===== src/hdl/eatrm_pkg.sv =====
// Shared types, constants and rounding helper for the Euler rotation block.
`default_nettype none
package eatrm_pkg;

  localparam int ANGLE_BITS   = 16;
  localparam int FRAC_BITS    = 16;
  localparam int CORDIC_STEPS = 16;

  localparam int ENTRY_W  = 18;
  localparam int CORD_W   = 33;   // Q2.30 datapath plus sign and headroom
  localparam int TURN_W   = 32;   // angle scaled to 2^32 units per turn
  localparam int WIDE_W   = 40;
  localparam int PROD_W   = 2 * ENTRY_W;
  localparam int SUM_W    = PROD_W + 1;
  localparam int TAG_W    = 3;
  localparam int STEP_W   = $clog2(CORDIC_STEPS);
  localparam int ATAN_N   = 30;

  localparam logic signed [CORD_W-1:0] K_GAIN = CORD_W'(652032874);

  typedef logic signed [ENTRY_W-1:0] entry_t;

  localparam entry_t ONE_Q = entry_t'(1 << FRAC_BITS);

  // Arctangent of 2^-i in units of 2^32 per turn.
  localparam logic [29:0] ATAN_TBL [ATAN_N] = '{
    30'd536870912, 30'd316933406, 30'd167458907, 30'd85004756, 30'd42667331,
    30'd21354465,  30'd10679838,  30'd5340245,   30'd2670163,  30'd1335087,
    30'd667544,    30'd333772,    30'd166886,    30'd83443,    30'd41722,
    30'd20861,     30'd10430,     30'd5215,      30'd2608,     30'd1304,
    30'd652,       30'd326,       30'd163,       30'd81,       30'd41,
    30'd20,        30'd10,        30'd5,         30'd3,        30'd1
  };

  typedef struct packed {
    logic             en;
    logic             second;  // second product of a sum
    logic [TAG_W-1:0] tag;
  } mac_ctl_t;

  typedef struct packed {
    logic             valid;
    logic [TAG_W-1:0] tag;
    entry_t           value;
  } mac_res_t;

  // Round to nearest (ties up) by sh bits, then clamp to +-1.0.
  function automatic entry_t rnd_sat(input logic signed [WIDE_W-1:0] v,
                                     input int unsigned sh);
    logic signed [WIDE_W-1:0] t;
    logic signed [WIDE_W-1:0] one;
    one = WIDE_W'(1) <<< FRAC_BITS;
    if (sh == 0) begin
      t = v;
    end else begin
      t = (v + (WIDE_W'(1) <<< (sh - 1))) >>> sh;
    end
    if (t > one) begin
      t = one;
    end else if (t < -one) begin
      t = -one;
    end
    return entry_t'(t);
  endfunction

endpackage
`default_nettype wire


===== src/hdl/eatrm_cordic.sv =====
// Iterative CORDIC rotator: one micro-rotation per cycle, cosine and sine out.
`default_nettype none
module eatrm_cordic
  import eatrm_pkg::*;
(
  input  wire logic                  clk,
  input  wire logic                  rst_n,
  input  wire logic                  start,
  input  wire logic [ANGLE_BITS-1:0] angle,
  output logic                       done,
  output entry_t                     cos_o,
  output entry_t                     sin_o
);

  localparam int ZSH = TURN_W - ANGLE_BITS;

  logic signed [CORD_W-1:0] x_r, y_r, z_r;
  logic signed [CORD_W-1:0] x_nxt, y_nxt, z_nxt;
  logic [STEP_W-1:0]        cnt_r;
  logic [1:0]               quad_r;
  logic                     busy_r;
  logic                     done_r;
  logic [TURN_W-1:0]        scaled;
  logic signed [CORD_W-1:0] dx, dy, at;
  entry_t                   c_q, s_q;

  assign scaled = TURN_W'(angle) << ZSH;

  always_comb begin
    dx = y_r >>> cnt_r;
    dy = x_r >>> cnt_r;
    at = CORD_W'($signed({1'b0, ATAN_TBL[5'(cnt_r)]}));
    if (!z_r[CORD_W-1]) begin
      x_nxt = x_r - dx;
      y_nxt = y_r + dy;
      z_nxt = z_r - at;
    end else begin
      x_nxt = x_r + dx;
      y_nxt = y_r - dy;
      z_nxt = z_r + at;
    end
  end

  always_ff @(posedge clk) begin
    if (!rst_n) begin
      busy_r <= 1'b0;
      done_r <= 1'b0;
      cnt_r  <= '0;
    end else begin
      done_r <= 1'b0;
      if (start) begin
        busy_r <= 1'b1;
        cnt_r  <= '0;
        x_r    <= K_GAIN;
        y_r    <= '0;
        z_r    <= CORD_W'(scaled[TURN_W-3:0]);
        quad_r <= scaled[TURN_W-1:TURN_W-2];
      end else if (busy_r) begin
        x_r <= x_nxt;
        y_r <= y_nxt;
        z_r <= z_nxt;
        if (cnt_r == STEP_W'(CORDIC_STEPS - 1)) begin
          busy_r <= 1'b0;
          done_r <= 1'b1;
        end else begin
          cnt_r <= cnt_r + 1'b1;
        end
      end
    end
  end

  assign c_q = rnd_sat(WIDE_W'(x_r), 30 - FRAC_BITS);
  assign s_q = rnd_sat(WIDE_W'(y_r), 30 - FRAC_BITS);

  // Fold the quadrant back in.
  always_comb begin
    case (quad_r)
      2'd0: begin
        cos_o = c_q;
        sin_o = s_q;
      end
      2'd1: begin
        cos_o = -s_q;
        sin_o = c_q;
      end
      2'd2: begin
        cos_o = -c_q;
        sin_o = -s_q;
      end
      default: begin
        cos_o = s_q;
        sin_o = -c_q;
      end
    endcase
  end

  assign done = done_r;

endmodule
`default_nettype wire


===== src/hdl/eatrm_mac.sv =====
// Shared multiplier with a two-term accumulator, rounding and saturation.
`default_nettype none
module eatrm_mac
  import eatrm_pkg::*;
(
  input  wire logic     clk,
  input  wire logic     rst_n,
  input  wire mac_ctl_t ctl,
  input  wire entry_t   a,
  input  wire entry_t   b,
  output mac_res_t      res
);

  logic signed [PROD_W-1:0] prod_r;
  logic signed [PROD_W-1:0] acc_r;
  logic signed [SUM_W-1:0]  sum;
  mac_ctl_t                 stg_r;
  mac_res_t                 res_r;

  assign sum = SUM_W'(acc_r) + SUM_W'(prod_r);

  always_ff @(posedge clk) begin
    if (!rst_n) begin
      stg_r.en    <= 1'b0;
      res_r.valid <= 1'b0;
    end else begin
      stg_r       <= ctl;
      res_r.valid <= stg_r.en && stg_r.second;
    end
    prod_r <= a * b;
    if (stg_r.en && !stg_r.second) begin
      acc_r <= prod_r;
    end
    if (stg_r.en && stg_r.second) begin
      res_r.tag   <= stg_r.tag;
      res_r.value <= rnd_sat(WIDE_W'(sum), FRAC_BITS);
    end
  end

  assign res = res_r;

endmodule
`default_nettype wire


===== src/hdl/euler_angles_to_rotation_matrix_top.sv =====
// Top level: composes a rotation matrix from a sequence of axis rotations.
//
//   channel  direction  handshake            payload
//   in_      input      in_valid / in_stall   angle, axis_code, last_angle
//   out_     output     out_valid / out_stall m00..m22, bad_axis
//
// A valid item runs 16 CORDIC micro-rotations, then 12
// products through the single multiplier plus its two-stage drain.
// An item with an invalid axis skips the rotation and goes straight to the finish state.
// Reset loads the identity matrix and clears the error flag.
// The result sits in an output register; a stalled result holds the block
// only when the next sequence end arrives before it is taken.
`default_nettype none
module euler_angles_to_rotation_matrix_top
  import eatrm_pkg::*;
(
  input  wire logic        clk,
  input  wire logic        rst_n,
  input  wire logic        in_valid,
  output logic             in_stall,
  input  wire logic [15:0] in_angle,
  input  wire logic [1:0]  in_axis_code,
  input  wire logic        in_last_angle,
  output logic             out_valid,
  input  wire logic        out_stall,
  output entry_t           out_m00,
  output entry_t           out_m01,
  output entry_t           out_m02,
  output entry_t           out_m10,
  output entry_t           out_m11,
  output entry_t           out_m12,
  output entry_t           out_m20,
  output entry_t           out_m21,
  output entry_t           out_m22,
  output logic             out_bad_axis
);

  localparam logic [1:0] AXIS_X   = 2'd0;
  localparam logic [1:0] AXIS_Y   = 2'd1;
  localparam logic [1:0] AXIS_Z   = 2'd2;
  localparam logic [1:0] AXIS_BAD = 2'd3;
  localparam logic [TAG_W-1:0] TAG_LAST = TAG_W'(5);

  typedef enum logic [2:0] {
    ST_IDLE,
    ST_ROT,
    ST_MUL,
    ST_DRAIN,
    ST_FINISH
  } state_t;

  state_t     state_r;
  entry_t     m_r [9];
  entry_t     c_r, s_r;
  logic       err_r;
  logic       last_r;
  logic [1:0] p_r, q_r;
  logic [3:0] k_r;
  logic       out_valid_r;
  entry_t     out_m_r [9];
  logic       out_bad_r;

  logic       accept;
  logic       emit;
  logic       cord_start;
  logic       cord_done;
  entry_t     cord_c, cord_s;
  mac_ctl_t   mctl;
  mac_res_t   mres;
  entry_t     op_a, op_b;
  logic [3:0] rd_idx;
  logic [3:0] wr_idx;
  logic [1:0] rd_row, wr_row;

  assign in_stall   = (state_r != ST_IDLE);
  assign accept     = in_valid && !in_stall;
  assign cord_start = accept && (in_axis_code != AXIS_BAD);
  assign emit       = (state_r == ST_FINISH) && last_r && (!out_valid_r || !out_stall);

  eatrm_cordic u_cordic (
    .clk   (clk),
    .rst_n (rst_n),
    .start (cord_start),
    .angle (in_angle[ANGLE_BITS-1:0]),
    .done  (cord_done),
    .cos_o (cord_c),
    .sin_o (cord_s)
  );

  // Issue order: k = {row, out_sel, term}. out p = Mp*c + Mq*s,
  // out q = Mp*(-s) + Mq*c.
  always_comb begin
    rd_row = k_r[3:2];
    rd_idx = {rd_row, 2'b00} - {2'b00, rd_row} + {2'b00, (k_r[0] ? q_r : p_r)};
    op_a   = m_r[rd_idx];
    case ({k_r[1], k_r[0]})
      2'b00:   op_b = c_r;
      2'b01:   op_b = s_r;
      2'b10:   op_b = -s_r;
      default: op_b = c_r;
    endcase
    mctl.en     = (state_r == ST_MUL);
    mctl.second = k_r[0];
    mctl.tag    = k_r[3:1];
  end

  eatrm_mac u_mac (
    .clk   (clk),
    .rst_n (rst_n),
    .ctl   (mctl),
    .a     (op_a),
    .b     (op_b),
    .res   (mres)
  );

  always_comb begin
    wr_row = mres.tag[2:1];
    wr_idx = {wr_row, 2'b00} - {2'b00, wr_row} + {2'b00, (mres.tag[0] ? q_r : p_r)};
  end

  always_ff @(posedge clk) begin
    if (!rst_n) begin
      state_r     <= ST_IDLE;
      err_r       <= 1'b0;
      out_valid_r <= 1'b0;
      k_r         <= '0;
      for (int i = 0; i < 9; i++) begin
        m_r[i] <= (i == 0 || i == 4 || i == 8) ? ONE_Q : '0;
      end
    end else begin
      if (emit) begin
        out_valid_r <= 1'b1;
      end else if (out_valid_r && !out_stall) begin
        out_valid_r <= 1'b0;
      end
      if (mres.valid) begin
        m_r[wr_idx] <= mres.value;
      end
      unique case (state_r)
        ST_IDLE: begin
          if (accept) begin
            last_r <= in_last_angle;
            k_r    <= '0;
            unique case (in_axis_code) inside
              AXIS_X: begin
                p_r <= 2'd1;
                q_r <= 2'd2;
              end
              AXIS_Y: begin
                p_r <= 2'd2;
                q_r <= 2'd0;
              end
              AXIS_Z, AXIS_BAD: begin
                p_r <= 2'd0;
                q_r <= 2'd1;
              end
            endcase
            if (in_axis_code == AXIS_BAD) begin
              err_r   <= 1'b1;
              state_r <= ST_FINISH;
            end else begin
              state_r <= ST_ROT;
            end
          end
        end
        ST_ROT: begin
          if (cord_done) begin
            c_r     <= cord_c;
            s_r     <= cord_s;
            state_r <= ST_MUL;
          end
        end
        ST_MUL: begin
          k_r <= k_r + 1'b1;
          if (k_r == 4'd11) begin
            state_r <= ST_DRAIN;
          end
        end
        ST_DRAIN: begin
          if (mres.valid && mres.tag == TAG_LAST) begin
            state_r <= ST_FINISH;
          end
        end
        ST_FINISH: begin
          if (!last_r) begin
            state_r <= ST_IDLE;
          end else if (emit) begin
            // Emit the word and start the next sequence from identity.
            out_bad_r <= err_r;
            err_r     <= 1'b0;
            for (int i = 0; i < 9; i++) begin
              out_m_r[i] <= m_r[i];
              m_r[i]     <= (i == 0 || i == 4 || i == 8) ? ONE_Q : '0;
            end
            state_r <= ST_IDLE;
          end
        end
        default: state_r <= ST_IDLE;
      endcase
    end
  end

  assign out_valid    = out_valid_r;
  assign out_bad_axis = out_bad_r;
  assign out_m00      = out_m_r[0];
  assign out_m01      = out_m_r[1];
  assign out_m02      = out_m_r[2];
  assign out_m10      = out_m_r[3];
  assign out_m11      = out_m_r[4];
  assign out_m12      = out_m_r[5];
  assign out_m20      = out_m_r[6];
  assign out_m21      = out_m_r[7];
  assign out_m22      = out_m_r[8];

endmodule
`default_nettype wire


===== config.mk =====
export PLATFORM = sky130hd
export DESIGN_NAME = euler_angles_to_rotation_matrix_top
export DESIGN_NICKNAME = d
export VERILOG_FILES = /design/src/hdl/eatrm_pkg.sv /design/src/hdl/eatrm_cordic.sv /design/src/hdl/eatrm_mac.sv /design/src/hdl/euler_angles_to_rotation_matrix_top.sv
export SDC_FILE = /design/constraint.sdc
export NUM_CORES = 2
export LEC_CHECK = 0
export BUFFER_PORTS_ARGS = -buffer_cell sky130_fd_sc_hd__buf_2
export CORE_MARGIN = 2
export CORE_UTILIZATION = 30
export CTS_CLUSTER_SIZE = 14
export DETAILED_ROUTE_END_ITERATION = 10
export GPL_TIMING_DRIVEN = 1
export PLACE_DENSITY = 0.46
export SKIP_LAST_GASP = 1
export SLEW_MARGIN = 5
export SYNTH_ARGS = -nofsm -noshare
export SYNTH_HDL_FRONTEND = slang
export SYNTH_HIERARCHICAL = 1
export SYNTH_SLANG_ARGS = --single-unit

===== constraint.sdc =====
create_clock -name clk -period 18.9 [get_ports clk]
set_input_delay 0.945 -clock clk [delete_from_list [all_inputs] [get_ports clk]]
set_output_delay 0.945 -clock clk [all_outputs]
set_load 0.03 [all_outputs]

Yosys cells after proc, flatten, opt, wreduce, memory -nomap -nowiden
Memory sizes are Yosys's and may differ from the RTL's.
Cells that the tools add are included.
Widths: inputs -> output; s select.
{"block": "classes", "n_addsub": 19, "multipliers": 1, "div": 0, "magnitude_cmp": 7, "eq_ne": 32, "shifts": 2, "mux": 61, "bitwise": 40, "n_reduce_logical": 34}
{"op": "$mux 18", "n": 14}
{"op": "$mux 33", "n": 6}
{"op": "$pmux 18 s3", "n": 2}
{"op": "$mux 30", "n": 3}
{"op": "$add 33x15->34 const B", "n": 2}
{"op": "$add 33x33->33", "n": 2}
{"op": "$sshr 33x4->33", "n": 2}
{"op": "$sub 33x33->33", "n": 2}
{"op": "$neg 18->18", "n": 3}
{"op": "$eq 4x4->1 const B", "n": 11}
{"op": "$gt 20x18->1 const B", "n": 2}
{"op": "$gt 40x18->1 const B", "n": 1}
{"op": "$lt 20x17->1 const B", "n": 2}
{"op": "$lt 40x17->1 const B", "n": 1}
{"op": "$mux 40", "n": 1}
{"op": "$add 37x17->38 const B", "n": 1}
{"op": "$add 36x36->37", "n": 1}
{"op": "$mul 18x18->36", "n": 1}
{"op": "$pmux 18 s2", "n": 1}
{"op": "$add 33x31->33", "n": 1}
{"op": "$sub 33x31->33", "n": 1}
{"op": "$mux 3", "n": 7}
{"op": "$mux 1", "n": 19}
{"op": "$and 1x1->1", "n": 18}
{"op": "34 further kinds", "n": 92}
{"block": "totals", "ff_bits": 257, "latchBits": 0, "ram_bits": 324, "rom_bits": 960, "in_bits": 23, "output_inout_bits": 165, "mem_count": 3}
{"name": "(name not given)", "depth": 32, "word_bits": 30, "rd": 1, "rd_ports_with_merged_regs": 0, "wr": 0, "line": "eatrm_cordic.sv:32", "rtl": "at = CORD_W'($signed({1'b0, ATAN_TBL[5'(cnt_r)]}));"}
{"name": "m_r", "depth": 9, "word_bits": 18, "rd": 10, "rd_ports_with_merged_regs": 0, "wr": 10, "line": "euler_angles_to_rotation_matrix_top.sv:53", "rtl": "entry_t m_r [9];"}
{"name": "out_m_r", "depth": 9, "word_bits": 18, "rd": 9, "rd_ports_with_merged_regs": 0, "wr": 9, "line": "euler_angles_to_rotation_matrix_top.sv:60", "rtl": "entry_t out_m_r [9];"}

Logic depth before layout (Yosys ltp)
{"block": "logic_depth", "depth_word": 19, "depth_mapped": 37, "ltp_nobuf": 33}

Hierarchy
The synthesis kept the hierarchy.
{"module": "euler_angles_to_rotation_matrix_top", "instances": 1, "cells_each": 1344, "area_each_um2": 20487.1}
{"module": "eatrm_cordic", "instances": 1, "cells_each": 2285, "area_each_um2": 18552.8}
{"module": "eatrm_mac", "instances": 1, "cells_each": 1822, "area_each_um2": 17584.4}

Worst setup path before layout
Ideal clock, no wire load.
{"block": "synth_timing", "path_type": "reg2reg", "start": "reg k_r[0]", "end": "reg u_mac.prod_r[35]", "arrival_time_ns": 8.466, "required_time_ns": 18.779, "path_slack_ns": 10.313, "stages_incl_launch_ff": 36, "n_path_buf": 4, "period_less_slack_ns": 8.587, "path_cell_list": "dfxtp_1 -> mux2i_1 -> ha_1 -> inv_1 -> fa_1 -> buf_2 -> clkbuf_1 -> mux4_2 -> nand2_1 -> nand2_1 -> a32o_1 -> clkbuf_1 -> clkbuf_1 -> nand2_1 -> inv_1 -> fa_1 -> inv_1 -> fa_1 -> fa_1 -> inv_1 -> fa_1 -> fa_1 -> inv_1 -> fa_1 -> inv_1 -> ha_1 -> nand4_1 -> a2111oi_0 -> a2111oi_0 -> o31a_1 -> o31ai_1 -> o41ai_2 -> o211a_1 -> o21ai_1 -> a21oi_1 -> xnor2_1"}
{"block": "synth_via", "elab_chain_cells": 4, "elab_cells_between_ends": 7, "classes_between": "1 x add/sub; 1 x mul; 2 x eq/ne; 2 x mux; 1 x memory"}
{"item": "start, declared", "line": "euler_angles_to_rotation_matrix_top.sv:58", "rtl": "logic [3:0] k_r;"}
{"item": "start signal, assigned", "line": "euler_angles_to_rotation_matrix_top.sv:174", "rtl": "k_r <= k_r + 1'b1;"}
{"item": "$mux 2", "line": "euler_angles_to_rotation_matrix_top.sv:94", "rtl": "rd_idx = {rd_row, 2'b00} - {2'b00, rd_row} + {2'b00, (k_r[0] ? q_r : p_r)};"}
{"item": "$add 4x2->4", "line": "euler_angles_to_rotation_matrix_top.sv:94"}
{"item": "$mem_v2 9x18"}
{"item": "via op_a[17]", "line": "euler_angles_to_rotation_matrix_top.sv:70", "rtl": "entry_t op_a, op_b;"}
{"item": "$mul 18x18->36", "line": "eatrm_mac.sv:30", "rtl": "prod_r <= a * b;"}
{"item": "end signal, assigned", "line": "eatrm_mac.sv:30"}
{"item": "end, declared", "line": "eatrm_mac.sv:14", "rtl": "logic signed [PROD_W-1:0] prod_r;"}
The timed path passes the listed nets, and every way through them passes these cells.
A chain may end at the register's enable or synchronous reset.

Worst setup path after layout
{"block": "layout_timing", "start": "reg k_r[2]", "end": "reg u_mac.prod_r[35]"}
{"block": "layout_via", "elab_chain_cells": 4}
{"item": "$sub 4x2->4", "line": "euler_angles_to_rotation_matrix_top.sv:94"}
{"item": "$add 4x2->4", "line": "euler_angles_to_rotation_matrix_top.sv:94"}
{"item": "$mem_v2 9x18"}
{"item": "via op_a[1]", "line": "euler_angles_to_rotation_matrix_top.sv:70"}
{"item": "$mul 18x18->36", "line": "eatrm_mac.sv:30"}
The timed path passes the listed nets, and every way through them passes these cells.

==> reports/summary.txt <==
Result of the run -> complete, no violations
Origin of the critical flop-to-flop path -> k_r[2]$_SDFFE_PN0P_
Endpoints failing hold -> 0
Switching power as a share of total power -> 46.0%
Average cell area after synthesis -> 10.4 um^2
Transition time at the pin with the least slew margin -> 1220 ps
Hold wc startpoint -> u_mac/stg_r[0]$_DFFE_PP_
WP depth -> 30
Fraction of power consumed by combinational cells -> 64.5%
Count of mapped cells out of synthesis -> 5451
Number of antenna violations at the first check in global routing -> 11
Top cells by area in the synthesized netlist -> sky130_fd_sc_hd__edfxtp_1, sky130_fd_sc_hd__fa_1, sky130_fd_sc_hd__ha_1
Nets -> 6155
Max stage delay cell, worst path -> sky130_fd_sc_hd__a32o_1
Start-to-end type of the worst setup path -> reg2reg
RSZ-0062 raised after global routing -> no
Die outline area -> 0.192 mm^2
Count of placed standard cells including taps -> 7923
Maximum number of pins on one net before global-route repair -> 77
Total leakage power -> 24.1 nW
Biggest area consumer among synthesized cells -> sky130_fd_sc_hd__edfxtp_1
Placer congestion estimate -> 0.879
Post-CTS Setup Repair Bufs -> 0
Total iterations of the first detailed-routing run -> 5
Number of remaining DRC errors -> 0
Sequential cell fraction of total power -> 19.9%
Global-route wire length before repair -> 277 mm
Initial standard-cell utilization of the core -> 30.2%
Detail Placement HPWL -> 136 mm
Cell seen most often among critical-path stages -> sky130_fd_sc_hd__fa_1
Final critical-path share of the clock period -> 56.1%
Final cell count without fillers -> 8079
Net Sw Power -> 0.00520 W
Fillers -> 19100
Die extent in x -> 438 um
Post-Syn Nets -> 6093
Most used flip-flop cell after synthesis -> sky130_fd_sc_hd__edfxtp_1
Logic depth of the worst register-to-register path -> 30
Post-synthesis register bit count -> 706
Total number of clock tree sinks -> 706
Share of Yosys cell area claimed by the top area cell type -> 34.6%
Core ar. -> 0.188 mm^2
Total number of placement rows -> 159
Overall track demand over capacity in global routing -> 18.9%
Number of max-capacitance violations reported -> 0
Clock buffers created by TritonCTS -> 83
Post-cts hold buffer count -> 0
Cts repair resizes -> 0
Worst hold path type -> reg2reg
Data arrival time of the critical path -> 11190 ps
Maximum vdd ir drop -> 236 uV
Capturing element type of the critical path -> register
IO Port Bufs -> 187
Number of stages on the worst hold path -> 0
Crit-path max FO -> 46
Deepest clock path buffer count -> 3
Number of global-route vias before repair -> 42200
Post-route total power -> 0.0113 W
Share of final-layout standard cells stronger than drive strength 1 -> 12.7%
Total I/O pin count -> 188
CP Launch Type -> register
Highest clock rate -> 0.0943 GHz
Number of flops mapped to enable cells by yosys -> 653
Post-Route WL -> 184 mm
Synth cell count leaders -> sky130_fd_sc_hd__edfxtp_1, sky130_fd_sc_hd__nand2_1, sky130_fd_sc_hd__inv_1, sky130_fd_sc_hd__fa_1, sky130_fd_sc_hd__nor2_1
Average detailed-routed wire length per instance -> 22.8 um
Part of the Yosys area used for sequential elements -> 36.5%
Clock slew at reported path FFs -> 80 ps
Slew headroom -> 18.1%
Y dimension of the die -> 438 um
Clock tree from TritonCTS -> yes
Leftover overflow at the end of global routing -> 0
Dominant cell by count in the synthesized netlist -> sky130_fd_sc_hd__edfxtp_1
Ys async rst share -> 0%
Average via count per standard cell -> 5.25
Cell internal power dissipation -> 0.00611 W
Combined area of all synthesized cells -> 0.0566 mm^2
Detail Route Antenna Nets -> 0
Minimum clock period -> 10600 ps
1st-iter DRT viols -> 3636
Number of unique standard cell types used by synthesis -> 131
Setup Total Neg Slack -> 0 ps
Clock root cell -> sky130_fd_sc_hd__clkbuf_16
Worst-case clock skew -> 76.0 ps
Total via count after detailed routing -> 42400
Peak per-stage delay on the critical path -> 840 ps
Critical path launch point -> k_r[2]$_SDFFE_PN0P_
Count of synthesis-stage warnings from yosys -> 6
Clock power share -> 15.6%
Count of pins over their slew limit -> 0
Layout overhead on the synthesized area -> 11.5%
Kind of cell adding the most delay to the critical path -> adder cells
Areal power density over the cells -> 179 mW/mm^2
Crit path buf inv count -> 6
Latest clock arrival within the worst-skew pair -> 730 ps
Required time of the critical path -> 19490 ps
Setup-violating endpoint count in the final report -> 0
Number of levels in the clock H-tree -> 3
## kinds of logic after synthesis
kind of cell / share of synthesized area, %
AO/OA/AOI/OAI: 11.8
XOR/XNOR: 3.87
adder cells (fa/ha/maj): 18.1
buffers and inverters: 5.79
flip-flops: 36.5
multiplexers: 7.20
AND/OR/NAND/NOR: 16.7
## through the flow
stage | setup slack (ps) | hold WS (ps) | utilization (%) | cell area [um^2]
global route | 7720 | 363 | 33.7 | 63200
finish | 8300 | 354 | 33.7 | 63200
CTS | 8330 | 347 | 33.7 | 63200
detailed placement | 8360 | 406 | 32.1 | 60200
floorplan | 10310 | 400 | - | 56600
global placement | 8460 | 402 | 32.1 | 60200
## cell type report
cell class                      count  area, um^2  share of cell area (%)
Multi-Input combinational cell   3931       32800                    52.0
Sequential cell                   706       20700                    32.7
Tap cell                         2495        3120                    4.94
Clock buffer                       97        2170                    3.44
Inverter                          512        1930                    3.05
Timing Repair Buffer              279        1630                    2.58
Clock inverter                     55         792                    1.25
Antenna cell                        4        10.0                  0.0158
## worst paths after layout
path	endpoint	slack [ps]
hold / removal	u_mac/res[18]$_DFFE_PP_	350
setup / recovery	u_mac/prod_r[35]$_DFF_P_	8300
hold reg to reg	u_mac/res[18]$_DFFE_PP_	350
setup reg to reg	u_mac/prod_r[35]$_DFF_P_	8300
## placed cells by master, fill, tap and decap left out, types with 15 or more instances in the layout
cell type,instances
sky130_fd_sc_hd__a211oi_1,54
sky130_fd_sc_hd__a21o_1,53
sky130_fd_sc_hd__a21oi_1,239
sky130_fd_sc_hd__a221oi_1,31
sky130_fd_sc_hd__a31oi_1,47
sky130_fd_sc_hd__a32o_1,19
sky130_fd_sc_hd__and2_1,203
sky130_fd_sc_hd__and3_1,51
sky130_fd_sc_hd__buf_2,187
sky130_fd_sc_hd__buf_4,92
sky130_fd_sc_hd__clkbuf_16,85
sky130_fd_sc_hd__dfxtp_1,49
sky130_fd_sc_hd__edfxtp_1,653
sky130_fd_sc_hd__fa_1,333
sky130_fd_sc_hd__ha_1,284
sky130_fd_sc_hd__inv_1,509
sky130_fd_sc_hd__mux2_2,42
sky130_fd_sc_hd__mux2i_1,92
sky130_fd_sc_hd__mux4_2,114
sky130_fd_sc_hd__nand2_1,600
sky130_fd_sc_hd__nand2b_1,58
sky130_fd_sc_hd__nand3_1,116
sky130_fd_sc_hd__nand4_1,32
sky130_fd_sc_hd__nor2_1,322
sky130_fd_sc_hd__nor2b_1,48
sky130_fd_sc_hd__nor3_1,158
sky130_fd_sc_hd__nor4b_1,81
sky130_fd_sc_hd__o211ai_1,32
sky130_fd_sc_hd__o21a_1,40
sky130_fd_sc_hd__o21ai_0,176
sky130_fd_sc_hd__o21ai_1,15
sky130_fd_sc_hd__o21bai_1,20
sky130_fd_sc_hd__o22ai_1,22
sky130_fd_sc_hd__o31ai_1,21
sky130_fd_sc_hd__or2_2,23
sky130_fd_sc_hd__or3_1,26
sky130_fd_sc_hd__xnor2_1,146
sky130_fd_sc_hd__xor2_1,97
## power groups by stage
stage,combinational [W],clock [W],sequential (W)
5_1_grt,0.00827,0.00186,0.00227
3_3_place_gp,0.00732,0,0.00228
6_report,0.00729,0.00176,0.00225
2_1_floorplan,0.00569,0,0.00211
4_1_cts,0.00736,0.00181,0.00224
3_5_place_dp,0.00732,0,0.00227
## metal layers
metal / wire (um) / track usage, %
met5: 0 / 0
met1: 82700 / 26.2
met4: 5440 / 5.68
met2: 86800 / 31.1
met3: 9020 / 2.22
## flip-flops by register name (all words and copies together), names as in the netlist, 2 cells and up
register	flops
u_mac/stg_r	5
u_mac/res	22
u_cordic/quad_r	2
u_mac/prod_r	36
state_r	3
k_r	4
u_cordic/y_r	33
m_r	288
u_cordic/cnt_r	4
u_cordic/z_r	33
u_mac/acc_r	36
out_m_r	162
s_r	18
u_cordic/x_r	33
p_r	2
c_r	18
(Power assumes the default switching activity.)
